<file path="config.mk">
export PLATFORM = sky130hd
export DESIGN_NAME = record_exchange_sorter
export DESIGN_NICKNAME = d
export VERILOG_FILES = /design/src/rtl/rxs_pkg.sv /design/src/rtl/record_exchange_sorter.sv /design/src/rtl/rxs_dpath.sv /design/src/rtl/rxs_ctrl.sv
export VERILOG_INCLUDE_DIRS = /design/src /design/src/rtl
export SDC_FILE = /design/constraint.sdc
export NUM_CORES = 1
export LEC_CHECK = 0
export BUFFER_PORTS_ARGS = -buffer_cell sky130_fd_sc_hd__buf_2
export CAP_MARGIN = 30
export CORE_UTILIZATION = 54
export DETAILED_ROUTE_END_ITERATION = 10
export PLACE_DENSITY = 0.7
export SLEW_MARGIN = 10
export SYNTH_ARGS = -nofsm -noshare
export SYNTH_HDL_FRONTEND = slang
export SYNTH_SLANG_ARGS = --single-unit
</file>
<file path="constraint.sdc">
create_clock -name clock -period 4.7 [get_ports clock]
set_input_delay 1.175 -clock clock [delete_from_list [all_inputs] [get_ports clock]]
set_output_delay 1.175 -clock clock [all_outputs]
set_load 0.03 [all_outputs]
</file>
<file path="src/rtl/assert_macros.svh">
// Assertion macros shared by the record exchange sorter RTL.
// Depends on nothing; included by the modules that carry assertions.
`ifndef ASSERT_MACROS_SVH
`define ASSERT_MACROS_SVH

// A property that must hold at every rising clock edge outside reset.
`define ASSERT_ALWAYS(label, prop, msg) \
   label: assert property (@(posedge clock) disable iff (reset) (prop)) else $error(msg);

// When the antecedent holds, the consequent must hold in the next cycle.
`define ASSERT_NEXT(label, ante, cons, msg) \
   label: assert property (@(posedge clock) disable iff (reset) (ante) |=> (cons)) \
      else $error(msg);

`endif

</file>
<file path="src/rtl/rxs_pkg.sv">
// Package for the record exchange sorter: sizes, record layout and the
// command bundle passed from the controller to the datapath. No dependencies.
package rxs_pkg;

   localparam int RECORDS = 16;
   localparam int IDX_W   = $clog2(RECORDS);
   localparam int CNT_W   = $clog2(RECORDS + 1);
   localparam int ID_W    = 16;
   localparam int RANK_W  = 8;
   localparam int REC_W   = ID_W + RANK_W;

   // Identifier in the low bits, rank above it.
   typedef struct packed {
      logic [RANK_W-1:0] rank;
      logic [ID_W-1:0]   id;
   } rec_type;

   typedef enum logic {
      WR_SRC_INPUT,
      WR_SRC_HELD
   } wr_src_type;

   typedef enum logic [3:0] {
      ST_IDLE,
      ST_RD_J,
      ST_LD_J,
      ST_RD_K,
      ST_CMP_K,
      ST_WR_J,
      ST_RD_OUT,
      ST_LD_OUT,
      ST_SEND
   } state_type;

   typedef struct packed {
      logic             wr_en;
      wr_src_type       wr_src;
      logic [IDX_W-1:0] wr_addr;
      logic [IDX_W-1:0] rd_addr;
      logic             load_j;
      logic             cmp_en;
      logic             load_out;
      logic             out_last;
   } cmd_type;

endpackage

</file>
<file path="src/rtl/record_exchange_sorter.sv">
// Record exchange sorter, top level: joins the controller and the datapath
// and maps the stream ports. Uses rxs_pkg, rxs_ctrl and rxs_dpath.
//
// The block collects records (a 16-bit identifier and an 8-bit rank) into a
// store of rxs_pkg::RECORDS entries. After every stored word it runs a full
// exchange pass over the filled prefix of n records: for each j and each k
// it swaps the two records when rank j is strictly below rank k, which leaves
// the prefix ascending by rank. When a word arrives with tlast set, or fills
// the store, the set is emitted in ascending rank order with tlast on the
// final word, and the store is emptied for the next set. One word is taken at
// a time: req_tready is low until the exchange pass is through. The pass
// reads record j, then reads and compares each other record k, and writes
// record j back, through the single read and write port of the record store.
// Each word is emitted by a read, a load of the result register and a send
// that waits for the consumer. No clearing pass follows reset.
module record_exchange_sorter (
   input  logic        clock,
   input  logic        reset,
   input  logic        req_tvalid,
   output logic        req_tready,
   input  logic [23:0] req_tdata,   // officer_id [15:0], rank_key [23:16]
   input  logic        req_tlast,   // last_record
   output logic        rsp_tvalid,
   input  logic        rsp_tready,
   output logic [23:0] rsp_tdata,   // sorted_id [15:0], sorted_rank [23:16]
   output logic        rsp_tlast    // last_out
);

   rxs_pkg::cmd_type cmd;
   rxs_pkg::rec_type in_rec;
   rxs_pkg::rec_type out_rec;

   // The record layout matches the word layout: identifier low, rank high.
   assign in_rec    = rxs_pkg::rec_type'(req_tdata);
   assign rsp_tdata = out_rec;

   rxs_ctrl u_ctrl (
      .clock      (clock),
      .reset      (reset),
      .req_tvalid (req_tvalid),
      .req_tready (req_tready),
      .req_tlast  (req_tlast),
      .rsp_tvalid (rsp_tvalid),
      .rsp_tready (rsp_tready),
      .cmd        (cmd)
   );

   rxs_dpath u_dpath (
      .clock    (clock),
      .cmd      (cmd),
      .in_rec   (in_rec),
      .out_rec  (out_rec),
      .out_last (rsp_tlast)
   );

endmodule

</file>
<file path="src/rtl/rxs_dpath.sv">
// Datapath of the record exchange sorter: the record store, the held record
// of the outer loop, the rank comparator and the result register. Uses rxs_pkg.
module rxs_dpath (
   input  logic             clock,
   input  rxs_pkg::cmd_type cmd,
   input  rxs_pkg::rec_type in_rec,
   output rxs_pkg::rec_type out_rec,
   output logic             out_last
);

   rxs_pkg::rec_type store_mem [rxs_pkg::RECORDS];
   rxs_pkg::rec_type rd_data_ff;
   rxs_pkg::rec_type rec_j_ff;
   rxs_pkg::rec_type rec_j_in;
   rxs_pkg::rec_type out_rec_ff;
   rxs_pkg::rec_type out_rec_in;
   logic             out_last_ff;
   logic             out_last_in;
   rxs_pkg::rec_type wr_data;
   logic             swap;
   logic             wr_en;

   // The held record moves down when its rank is strictly below the probed one.
   assign swap  = cmd.cmp_en && (rec_j_ff.rank < rd_data_ff.rank);
   assign wr_en = cmd.wr_en || swap;

   always_comb begin
      case (cmd.wr_src)
         rxs_pkg::WR_SRC_INPUT: wr_data = in_rec;
         rxs_pkg::WR_SRC_HELD:  wr_data = rec_j_ff;
         default:               wr_data = rec_j_ff;
      endcase
   end

   always_comb begin
      rec_j_in = rec_j_ff;
      if (cmd.load_j || swap) begin
         rec_j_in = rd_data_ff;
      end
      out_rec_in  = out_rec_ff;
      out_last_in = out_last_ff;
      if (cmd.load_out) begin
         out_rec_in  = rd_data_ff;
         out_last_in = cmd.out_last;
      end
   end

   always_ff @(posedge clock) begin
      if (wr_en) begin
         store_mem[cmd.wr_addr] <= wr_data;
      end
      rd_data_ff <= store_mem[cmd.rd_addr];
   end

   always_ff @(posedge clock) begin
      rec_j_ff    <= rec_j_in;
      out_rec_ff  <= out_rec_in;
      out_last_ff <= out_last_in;
   end

   assign out_rec  = out_rec_ff;
   assign out_last = out_last_ff;

endmodule

</file>
<file path="src/rtl/rxs_ctrl.sv">
// Controller of the record exchange sorter: load, exchange pass and emission
// sequencing. Uses rxs_pkg and the assertion macros in assert_macros.svh.
`include "assert_macros.svh"

module rxs_ctrl (
   input  logic             clock,
   input  logic             reset,
   input  logic             req_tvalid,
   output logic             req_tready,
   input  logic             req_tlast,
   output logic             rsp_tvalid,
   input  logic             rsp_tready,
   output rxs_pkg::cmd_type cmd
);

   rxs_pkg::state_type        state_ff, state_in;
   logic [rxs_pkg::CNT_W-1:0] fill_ff, fill_in;
   logic [rxs_pkg::IDX_W-1:0] j_ff, j_in;
   logic [rxs_pkg::IDX_W-1:0] k_ff, k_in;
   logic [rxs_pkg::IDX_W-1:0] i_ff, i_in;
   logic                      last_ff, last_in;
   logic [rxs_pkg::CNT_W-1:0] fill_next;
   logic [rxs_pkg::IDX_W-1:0] last_idx;

   assign fill_next = fill_ff + rxs_pkg::CNT_W'(1);
   assign last_idx  = rxs_pkg::IDX_W'(fill_ff - rxs_pkg::CNT_W'(1));

   always_ff @(posedge clock) begin
      if (reset) begin
         state_ff <= rxs_pkg::ST_IDLE;
         fill_ff  <= '0;
         j_ff     <= '0;
         k_ff     <= '0;
         i_ff     <= '0;
         last_ff  <= 1'b0;
      end else begin
         state_ff <= state_in;
         fill_ff  <= fill_in;
         j_ff     <= j_in;
         k_ff     <= k_in;
         i_ff     <= i_in;
         last_ff  <= last_in;
      end
   end

   always_comb begin
      state_in   = state_ff;
      fill_in    = fill_ff;
      j_in       = j_ff;
      k_in       = k_ff;
      i_in       = i_ff;
      last_in    = last_ff;
      req_tready = 1'b0;
      rsp_tvalid = 1'b0;
      cmd        = '0;
      cmd.wr_src = rxs_pkg::WR_SRC_HELD;

      case (state_ff)
         rxs_pkg::ST_IDLE: begin
            req_tready  = 1'b1;
            cmd.wr_src  = rxs_pkg::WR_SRC_INPUT;
            cmd.wr_addr = rxs_pkg::IDX_W'(fill_ff);
            if (req_tvalid) begin
               cmd.wr_en = 1'b1;
               fill_in   = fill_next;
               // A record that fills the store closes the set.
               last_in   = req_tlast ||
                           (fill_next == rxs_pkg::CNT_W'(rxs_pkg::RECORDS));
               j_in      = '0;
               state_in  = rxs_pkg::ST_RD_J;
            end
         end
         rxs_pkg::ST_RD_J: begin
            cmd.rd_addr = j_ff;
            state_in    = rxs_pkg::ST_LD_J;
         end
         rxs_pkg::ST_LD_J: begin
            cmd.load_j = 1'b1;
            k_in       = '0;
            state_in   = rxs_pkg::ST_RD_K;
         end
         rxs_pkg::ST_RD_K: begin
            cmd.rd_addr = k_ff;
            // Comparing the held record with itself never swaps.
            if (k_ff == j_ff) begin
               if (k_ff == last_idx) begin
                  state_in = rxs_pkg::ST_WR_J;
               end else begin
                  k_in = k_ff + rxs_pkg::IDX_W'(1);
               end
            end else begin
               state_in = rxs_pkg::ST_CMP_K;
            end
         end
         rxs_pkg::ST_CMP_K: begin
            cmd.cmp_en  = 1'b1;
            cmd.wr_addr = k_ff;
            if (k_ff == last_idx) begin
               state_in = rxs_pkg::ST_WR_J;
            end else begin
               k_in     = k_ff + rxs_pkg::IDX_W'(1);
               state_in = rxs_pkg::ST_RD_K;
            end
         end
         rxs_pkg::ST_WR_J: begin
            cmd.wr_en   = 1'b1;
            cmd.wr_addr = j_ff;
            if (j_ff == last_idx) begin
               i_in     = '0;
               state_in = last_ff ? rxs_pkg::ST_RD_OUT : rxs_pkg::ST_IDLE;
            end else begin
               j_in     = j_ff + rxs_pkg::IDX_W'(1);
               state_in = rxs_pkg::ST_RD_J;
            end
         end
         rxs_pkg::ST_RD_OUT: begin
            cmd.rd_addr = i_ff;
            state_in    = rxs_pkg::ST_LD_OUT;
         end
         rxs_pkg::ST_LD_OUT: begin
            cmd.load_out = 1'b1;
            cmd.out_last = (i_ff == last_idx);
            state_in     = rxs_pkg::ST_SEND;
         end
         rxs_pkg::ST_SEND: begin
            rsp_tvalid = 1'b1;
            if (rsp_tready) begin
               if (i_ff == last_idx) begin
                  fill_in  = '0;
                  state_in = rxs_pkg::ST_IDLE;
               end else begin
                  i_in     = i_ff + rxs_pkg::IDX_W'(1);
                  state_in = rxs_pkg::ST_RD_OUT;
               end
            end
         end
         default: begin
            state_in = rxs_pkg::ST_IDLE;
         end
      endcase
   end

   `ASSERT_ALWAYS(a_one_side, !(req_tready && rsp_tvalid), "load and emission overlap")
   `ASSERT_ALWAYS(a_fill_range, fill_ff <= rxs_pkg::CNT_W'(rxs_pkg::RECORDS), "fill overflow")
   `ASSERT_ALWAYS(a_no_self_cmp, (state_ff != rxs_pkg::ST_CMP_K) || (k_ff != j_ff),
      "held record compared with itself")
   `ASSERT_NEXT(a_set_done, rsp_tvalid && rsp_tready && (i_ff == last_idx),
      (fill_ff == '0) && (state_ff == rxs_pkg::ST_IDLE), "store not emptied after set")

endmodule

</file>
== After elaboration in Yosys (flattened, before gate mapping) ==
Memories as Yosys holds them, arrays and structs flattened. A register that Yosys moved wholly into a read port is not among the register bits.
Cells that the tools add are included.

* Output and inout bits: 27
* Logic and storage cells: 90
* Memories: 1
* Input port bits: 29
* RAM bits: 384
* Bits in registers: 71

{| class="wikitable"
|+ Memory list
! memory !! depth !! width !! read ports !! clocked after memory_dff !! write ports !! RTL line !! RTL
|-
| u_dpath.store_mem || 16 || 24 || 1 || 1 || 1 || rxs_dpath.sv:11 || <nowiki>rxs_pkg::rec_type store_mem [rxs_pkg::RECORDS];</nowiki>
|}

* Muxes and demuxes: 36
* $lt $le $gt $ge: 1
* Reductions and logical operators: 15
* Add/sub/neg operators: 5
* Eq/ne operators: 21

{| class="wikitable"
|+ Operator list
! cell !! number
|-
| 2-to-1 mux 4 bit || 12
|-
| case mux 24 bit (2 select lines) || 1
|-
| case mux 4 bit (3 select lines) || 3
|-
| case mux 4 bit (9 select lines) || 1
|-
| equality test 4 x 3 -> 1 bit, second input constant || 4
|-
| equality test 4 bit || 4
|-
| case mux 4 bit (2 select lines) || 2
|-
| 2-to-1 mux 5 bit || 3
|-
| adder 4 x 1 -> 4 bit, second input constant || 3
|-
| case mux 5 bit (2 select lines) || 1
|-
| 2-to-1 mux 3 bit || 3
|-
| equality test 4 x 2 -> 1 bit, second input constant || 2
|-
| < comparator 8 bit || 1
|-
| 2-to-1 mux 1 bit || 8
|-
| != test 2 bit, second input constant || 4
|-
| AND reduction 4 bit || 2
|-
| != test 2 x 1 -> 1 bit, second input constant || 3
|-
| AND reduction 3 bit || 2
|-
| nonzero test 2 bit || 3
|-
| adder 5 x 1 -> 5 bit, second input constant || 1
|-
| equality test 5 bit, second input constant || 1
|-
| equality test 4 x 1 -> 1 bit, second input constant || 1
|-
| equality test 4 bit, second input constant || 1
|-
| zero test 4 bit || 1
|-
| other kinds (8) || 11
|}

== Longest topological paths before layout ==
Gate-level depths: netlist of run 1.

* Depth after elaboration: 6
* Mapped depth: 9
* Depth with buffers taken out: 8

== Cells and area by module ==
From an unflattened synthesis of run 1, not the netlist that was laid out.

* Cells, all modules: 965
* Area total of the unflattened synthesis: 18781.8 µm²

{| class="wikitable"
|+ By module, submodules not included
! module !! area each (µm²) !! times used !! seq. area each (µm²) !! cells each
|-
| rxs_dpath || 16952.5 || 1 || 13482.9 || 754
|-
| rxs_ctrl || 1829.3 || 1 || 440.4 || 211
|}

== Least setup slack after synthesis of run 1 ==
Ideal clock, no wire load.

* Kind: in2reg
* From: in req_tvalid
* To: mem u_dpath.store_mem[11][0] (netlist bit), enable pin
* Setup time: 466 ps
* Arrival time: 4148 ps
* Cell stages on the path: 5
* Path buffers: 1
* Data required time: 4234 ps
* Setup slack: 86 ps
* Path through: and2_1 > or3_1 > nor2_1 > buf_2 > nor4_1

* Longest elaborated chain between the ends: 5

{| class="wikitable"
|+ RTL lines
! what !! RTL line !! RTL
|-
| from (decl) || record_exchange_sorter.sv:19 || <nowiki>input logic req_tvalid,</nowiki>
|-
| 2-to-1 mux 1 bit || rxs_ctrl.sv:63 || <nowiki>if (req_tvalid) begin</nowiki>
|-
| case mux 1 bit (2 select lines) || rxs_ctrl.sv:58 || <nowiki>case (state_ff)</nowiki>
|-
| logical OR 1 bit || rxs_dpath.sv:25 || <nowiki>assign wr_en = cmd.wr_en || swap;</nowiki>
|-
| 2-to-1 mux 1 bit || rxs_dpath.sv:49 || <nowiki>if (wr_en) begin</nowiki>
|-
| 2-to-1 mux 1 bit (not written as such) || rxs_dpath.sv:50 || <nowiki>store_mem[cmd.wr_addr] <= wr_data;</nowiki>
|-
| to (decl) || rxs_dpath.sv:11 ||
|}

No other way between the ends.

== Worst setup path after layout of run 1 ==
* From: reg u_ctrl.state_ff[3]
* To: out rsp_tvalid

* Longest elaborated chain between the ends: 2

{| class="wikitable"
|+ RTL lines
! what !! RTL line !! RTL
|-
| from (decl) || rxs_ctrl.sv:16 || <nowiki>rxs_pkg::state_type state_ff, state_in;</nowiki>
|-
| from (signal assigned) || rxs_ctrl.sv:30 || <nowiki>state_ff <= rxs_pkg::ST_IDLE;</nowiki>
|-
| from (signal assigned) || rxs_ctrl.sv:37 || <nowiki>state_ff <= state_in;</nowiki>
|-
| equality test 4 bit || rxs_ctrl.sv:58 ||
|-
| 2-to-1 mux 1 bit || rxs_ctrl.sv:58 ||
|-
| to (decl) || record_exchange_sorter.sv:23 || <nowiki>output logic rsp_tvalid,</nowiki>
|}

No other way between the ends.

==> run metrics, run 1 <==
VDD IR-drop max roughly 0.25 mV; postcts setup bufs 0; Synth area leaders edfxtp_1 (68%), dfxtp_1 (4.8%), nand2_1 (4.6%); DRT Wirelength roughly 43 mm; Setup CP Type flip-flop to primary output; Layout area overhead 13.08%; maxcap violations 0; Ports 56; Slew Viols, Final 0; setup ws final around 1.3 ns; gr ovfl total 0; largest net degree at the start of global routing between 90 and 100; Async SR Flop Fraction 0%; Initial Utilization approximately 55%; DRT Pass-1 Iters 5; Gate Count Post-Synth about 1,400; fin util ~62%; clk_lat worst skew around 0.55 ns; CP max FO 16; drt first-iter violations around 1,100; initial antenna violation count 0; Post-Syn Nets around 1,400; overall routing resource usage between 20% and 30%; Synth Flop Type edfxtp_1; Max-slew headroom between 30% and 40%; Tmin final between 3 and 4 ns; Min-Delay Path Class flip-flop to flip-flop; CP arrival 2.27 ns; Reg clk slew, reported paths 0.06 ns; leak pwr about 8 nW; DRT met1 WL 18.22 mm; Die Y roughly 190 um; fmax approximately 0.29 GHz; top-area cell type share of the netlist area approximately 68%; share of cells above drive strength 1 15.58%; dpl hpwl between 20 and 30 mm; outcome completed; Power, Total ~0.0092 W; Avg WL per Cell 22.48 um; CTS buffer count 47; H-tree depth 2; fin cells roughly 1,900; vias in the first global route about 11,000; num rows 68; Clock Skews roughly 0.011 ns; Via density 5.982; metal3 WL between 2 and 3 mm; via count about 11,000; register bit total from synthesis 479; post_cts resized 0; DR DRC count 0; DR WL met2 20.52 mm; Setup crit start kind flip-flop; final setup violation count 0; Final Hold Vio Count 0; crit end category primary output; dpl ws around 0.94 ns; most frequent cells in the layout edfxtp_1 (433), nand2_1 (233), a21oi_1 (156); Longest Clk Path Bufs 3; Worst-Margin Slew 0.9444 ns; Final period util around three quarters; # diodes 0; Setup TNS 0 ns; sequential area share after synthesis between 70% and 80%; WP data required between 3 and 4 ns; yosys synthesis warning count 0; global-route wire length before repair approximately 66 mm; synthesized area 19,200 um2; synth unique cells a little under 70; Nets roughly 1,500; Post-synth EDFFs around 430; area leader, netlist edfxtp_1; Placer Congestion 0.8411; clock sink total ~480; RSZ-0062 raised after global routing no; full die area about 36,000 um2; IO Port Bufs 55; synthesized area per cell ~14 um2; dpl cells roughly 1,800; uppermost layer routed met4; post-route ant nets 0; Power Dens Cells ~430 nW/um2; chip width about 190 um; commonest non-fill, non-tap cell in the layout edfxtp_1; hold_buf cts 0; core region area 34,800 um2; CTS root buf clkbuf_16; CTS tree yes
layout make-up:
class | instances | area [um2]
sequential | 479 | 13920
fill | 2511 | 13090
multi-input combinational | 796 | 5001
clock buffer | 67 | 1354
timing repair buffer | 91 | 578.1
tap | 455 | 569.3
clock inverter | 18 | 239.0
inverter | 12 | 45.04
registers in the layout, indices dropped and copies added (netlist names):
register,cells
u_dpath.rd_data_ff,24
u_dpath.rec_j_ff,24
u_dpath.store_mem,384
u_ctrl.fill_ff,5
u_ctrl.last_ff,1
u_ctrl.state_ff,4
u_ctrl.j_ff,4
u_dpath.out_rec,24
u_ctrl.k_ff,4
u_ctrl.i_ff,4
u_dpath.out_last,1
stage by stage:
step / hold WS (ns) / cell area [um2]
6_report: 0.4279 / 21710
5_1_grt: 0.4408 / 21710
4_1_cts: 0.4272 / 21680
3_5_place_dp: 0.4132 / 20090
3_3_place_gp: 0.4082 / 20090
2_1_floorplan: 0.4037 / 19200
power breakdown:
| part | total, W | switching (W) | internal [W] |
|---|---|---|---|
| Sequential | 0.00490 | 0.0000510 | 0.00485 |
| Clock | 0.00382 | 0.00153 | 0.00228 |
| Combinational | 0.000515 | 0.000376 | 0.000139 |
critical path: stages (launching register included):
cell and delay [ns]:
dfxtp_1 0.71, or4b_1 0.59, inv_2 0.19, buf_2 0.23
cells in the mapped netlist (all sizes together) (13+ instances only):
library cell  instances
a22oi                28
nand2               233
clkbuf               36
mux2                 26
nand3                13
dfxtp                46
nor2                 27
nand2b               14
buf                  43
xnor2                15
nor4                 35
o22ai                25
a21oi               157
mux2i                73
nor3                 37
o21ai                14
edfxtp              433
worst paths after layout:
path,from,to,slack (ns),cells past startpoint
min,u_dpath.rd_data_ff[9]$_DFF_P_,u_dpath.out_rec[9]$_DFFE_PP_,0.43,0
min reg2reg,u_dpath.rd_data_ff[9]$_DFF_P_,u_dpath.out_rec[9]$_DFFE_PP_,0.43,0
max reg2reg,u_ctrl.state_ff[2]$_SDFFE_PP0P_,u_dpath.store_mem[14][22]$_DFFE_PP_,1.31,7
max,u_ctrl.state_ff[3]$_SDFFE_PP0P_,rsp_tvalid,1.25,3
per-layer routing:
layer,global-route usage [%],up-vias
met1,33.40,5689
met4,10.74,0
li1,-,5263
met3,3.846,93
met5,0,-
met2,39.38,429
cells by family after synthesis:
logic type | after synthesis | synth area share, %
DFF | 479 | 72.52
muxes | 99 | 5.331
buffers and inverters | 91 | 2.105
AOI/OAI and AO/OA | 262 | 8.192
and+or+nand+nor | 399 | 9.743
xor gates and xnor gates | 24 | 1.323
adders and majority gates | 12 | 0.7820
No activity file was read; power rests on OpenSTA's default activity.
==> run 2: changes to the inputs <==
==> constraint.sdc (replaced) <==
create_clock -name clock -period 2.9 [get_ports clock]
set_input_delay 0.725 -clock clock [delete_from_list [all_inputs] [get_ports clock]]
set_output_delay 0.725 -clock clock [all_outputs]
set_load 0.03 [all_outputs]
==> run metrics, run 2 (synthesized netlist as in run 1, its figures left out) <==
Layout area overhead 16.12% (was 13.08%); DRT Wirelength 43.44 mm (was 43.11 mm); core region area 34,800 um2 (unchanged); clock sink total 479 (unchanged); Power Internal 0.01161 W (was 0.007276 W); most frequent cells in the layout edfxtp_1 (433), nand2_1 (233), a21oi_1 (156) (unchanged); drt first-iter violations 1,024 (was 1,078); Filler Cell Count 2,449 (was 2,511); chip width 190.6 um (unchanged); share of cells above drive strength 1 17.97% (was 15.58%); Power Dens Cells 665.5 nW/um2 (was 425.4 nW/um2); net switching fraction of the power 21.75% (was 21.22%); CP arrival 2.08 ns (was 2.27 ns); leak pwr 8.239 nW (was 7.966 nW); VDD IR-drop max 0.6334 mV (was 0.2512 mV); overall routing resource usage 24.77% (was 24.57%); Setup TNS 0 ns (unchanged); Worst-Margin Slew 0.8890 ns (was 0.9444 ns); largest net degree at the start of global routing 45 (was 91); outcome completed (unchanged); num rows 68 (unchanged); Longest Clk Path Bufs 3 (unchanged); WP data required 2.17 ns (was 3.52 ns); Clock Skews 0.01549 ns (was 0.01086 ns); clk_lat worst skew 0.58 ns (was 0.55 ns); Clk pwr share 40.8% (was 41.3%); Comb pwr share 5.8% (was 5.6%); CTS tree yes (unchanged); crit end category primary output (unchanged); initial antenna violation count 0 (unchanged); CTS root buf clkbuf_16 (unchanged); post-route ant nets 0 (unchanged); CTS buffer count 49 (was 47); Initial Utilization 55.17% (unchanged); DR DRC count 0 (unchanged); full die area 36,310 um2 (unchanged); commonest non-fill, non-tap cell in the layout edfxtp_1 (unchanged); RSZ-0062 raised after global routing no (unchanged); Max-slew headroom 40.74% (was 36.46%); Reg clk slew, reported paths 0.06 ns (about the same); Min-Delay Path Class flip-flop to flip-flop (unchanged); Crit path max-delay family simple AND/OR/NAND/NOR gates (was flip-flops); Ports 56 (unchanged); NetSw 0.003227 W (was 0.001960 W); vias in the first global route 11,651 (was 11,195); worst path cell trace buf_4, or4b_1, inv_2, buf_2 (was or4b_1, inv_2, buf_2); CP max FO 14 (was 16); number of flip-flops in the largest register 384 (unchanged); Avg WL per Cell 22.13 um (was 22.48 um); largest reg by FF count u_dpath.store_mem (unchanged); dpl hpwl 26.18 mm (was 25.57 mm); Final period util between 90% and 100%; Max stage delay cell, worst path or4b_1 (was dfxtp_1); final setup violation count 0 (unchanged); gr ovfl total 0 (unchanged); Die Y 190.6 um (unchanged); fin util 64.06% (was 62.39%); Setup CP Type flip-flop to primary output (unchanged); global-route wire length before repair 67.30 mm (was 66.22 mm); hold_buf cts 0 (unchanged); IO Port Bufs 55 (unchanged); # diodes 0 (unchanged); Buf/Inv on CP 3 (was 2); Final Hold Vio Count 0 (unchanged); H-tree depth 2 (unchanged); Nets 1,509 (was 1,468); Setup crit start kind flip-flop (unchanged); maxcap violations 0 (unchanged); Slew Viols, Final 0 (unchanged); fmax approximately 0.36 GHz; DRT Pass-1 Iters 7 (was 5); Tmin final around 2.8 ns; via count 11,644 (was 11,474); max incr delay on CP 0.62 ns (was 0.71 ns); Placer Congestion 0.8828 (was 0.8411); power share of the sequential group 53.5% (was 53.1%); Via density 5.932 (was 5.982)
[run 2: cell count changes in the layout (fill, tap and decap cells not counted), sizes merged]
cell,delta
buf,+39
clkinvlp,-1
bufinv,-2
clkinv,+12
inv,+3
clkbuf,-6
[run 2: worst reg2reg max path, delay by kind of cell (launching register included)]
kind | cells | cell delay, ns
simple gates | 3 | 0.82
compound gates | 2 | 0.71
flops | 1 | 0.54
buf+inv | 1 | 0.31
[run 2: metrics by stage]
| stage | power [W] | hold slack [ns] | cell area, um2 | setup slack (ns) | instances |
|---|---|---|---|---|---|
| after floorplan | 0.008569 | 0.4037 | 19280 | -0.5013 | 1366 |
| after global placement | 0.008897 | 0.4060 | 20710 | -0.04535 | 1870 |
| after detailed placement | 0.008930 | 0.4142 | 20720 | -0.03970 | 1871 |
| after CTS | 0.01493 | 0.4281 | 22280 | 0.01943 | 1963 |
| after global routing | 0.01528 | 0.4395 | 22290 | 0.003723 | 1963 |
| final | 0.01484 | 0.4299 | 22290 | 0.09675 | 1963 |
[run 2: final timing paths]
kind                                                      start                            endpoint  slack, ns  depth (start not counted)
worst max-delay path            u_ctrl.state_ff[0]$_SDFFE_PP0P_                          rsp_tvalid        0.1                          4
worst min-delay path              u_dpath.rd_data_ff[3]$_DFF_P_        u_dpath.out_rec[3]$_DFFE_PP_       0.43                          0
worst max register to register      u_ctrl.j_ff[3]$_SDFFE_PP0P_  u_dpath.store_mem[10][8]$_DFFE_PP_       0.17                          6
worst min register to register    u_dpath.rd_data_ff[3]$_DFF_P_        u_dpath.out_rec[3]$_DFFE_PP_       0.43                          0
[run 2: layer usage]
metal,up-vias,part of all wire (%),track usage [%]
li1,5357,-,-
met1,5800,41,33.26
met2,425,50,41.45
met3,62,7.0,4.104
met4,0,2.0,7.569
met5,-,0,0
[run 2: repair_timing]
| action | CTS | global route |
|---|---|---|
| resized for setup | 3 | 4 |
| hold endpoints to repair | 0 | 0 |
| buffers inserted | 1 | 0 |
| setup endpoints to repair | 2 | 157 |
| pin swaps | 0 | 1 |
[run 2: power groups by stage]
| stage | logic [W] | clock network [W] | registers (W) |
|---|---|---|---|
| after global placement | 0.000827 | 0 | 0.00807 |
| after global routing | 0.000937 | 0.00640 | 0.00794 |
| after detailed placement | 0.000852 | 0 | 0.00808 |
| final | 0.000855 | 0.00605 | 0.00793 |
| after floorplan | 0.000522 | 0 | 0.00805 |
| after CTS | 0.000858 | 0.00614 | 0.00793 |
[run 2: area by class of cell]
class / instances / area (um2) / area share, %
timing repair buffer: 130 / 1125 / 5.046
inverter: 12 / 45.04 / 0.2021
multi-input combinational: 796 / 5081 / 22.79
clock buffer: 61 / 1314 / 5.893
clock inverter: 30 / 230.2 / 1.033
tap: 455 / 569.3 / 2.554
sequential: 479 / 13930 / 62.48
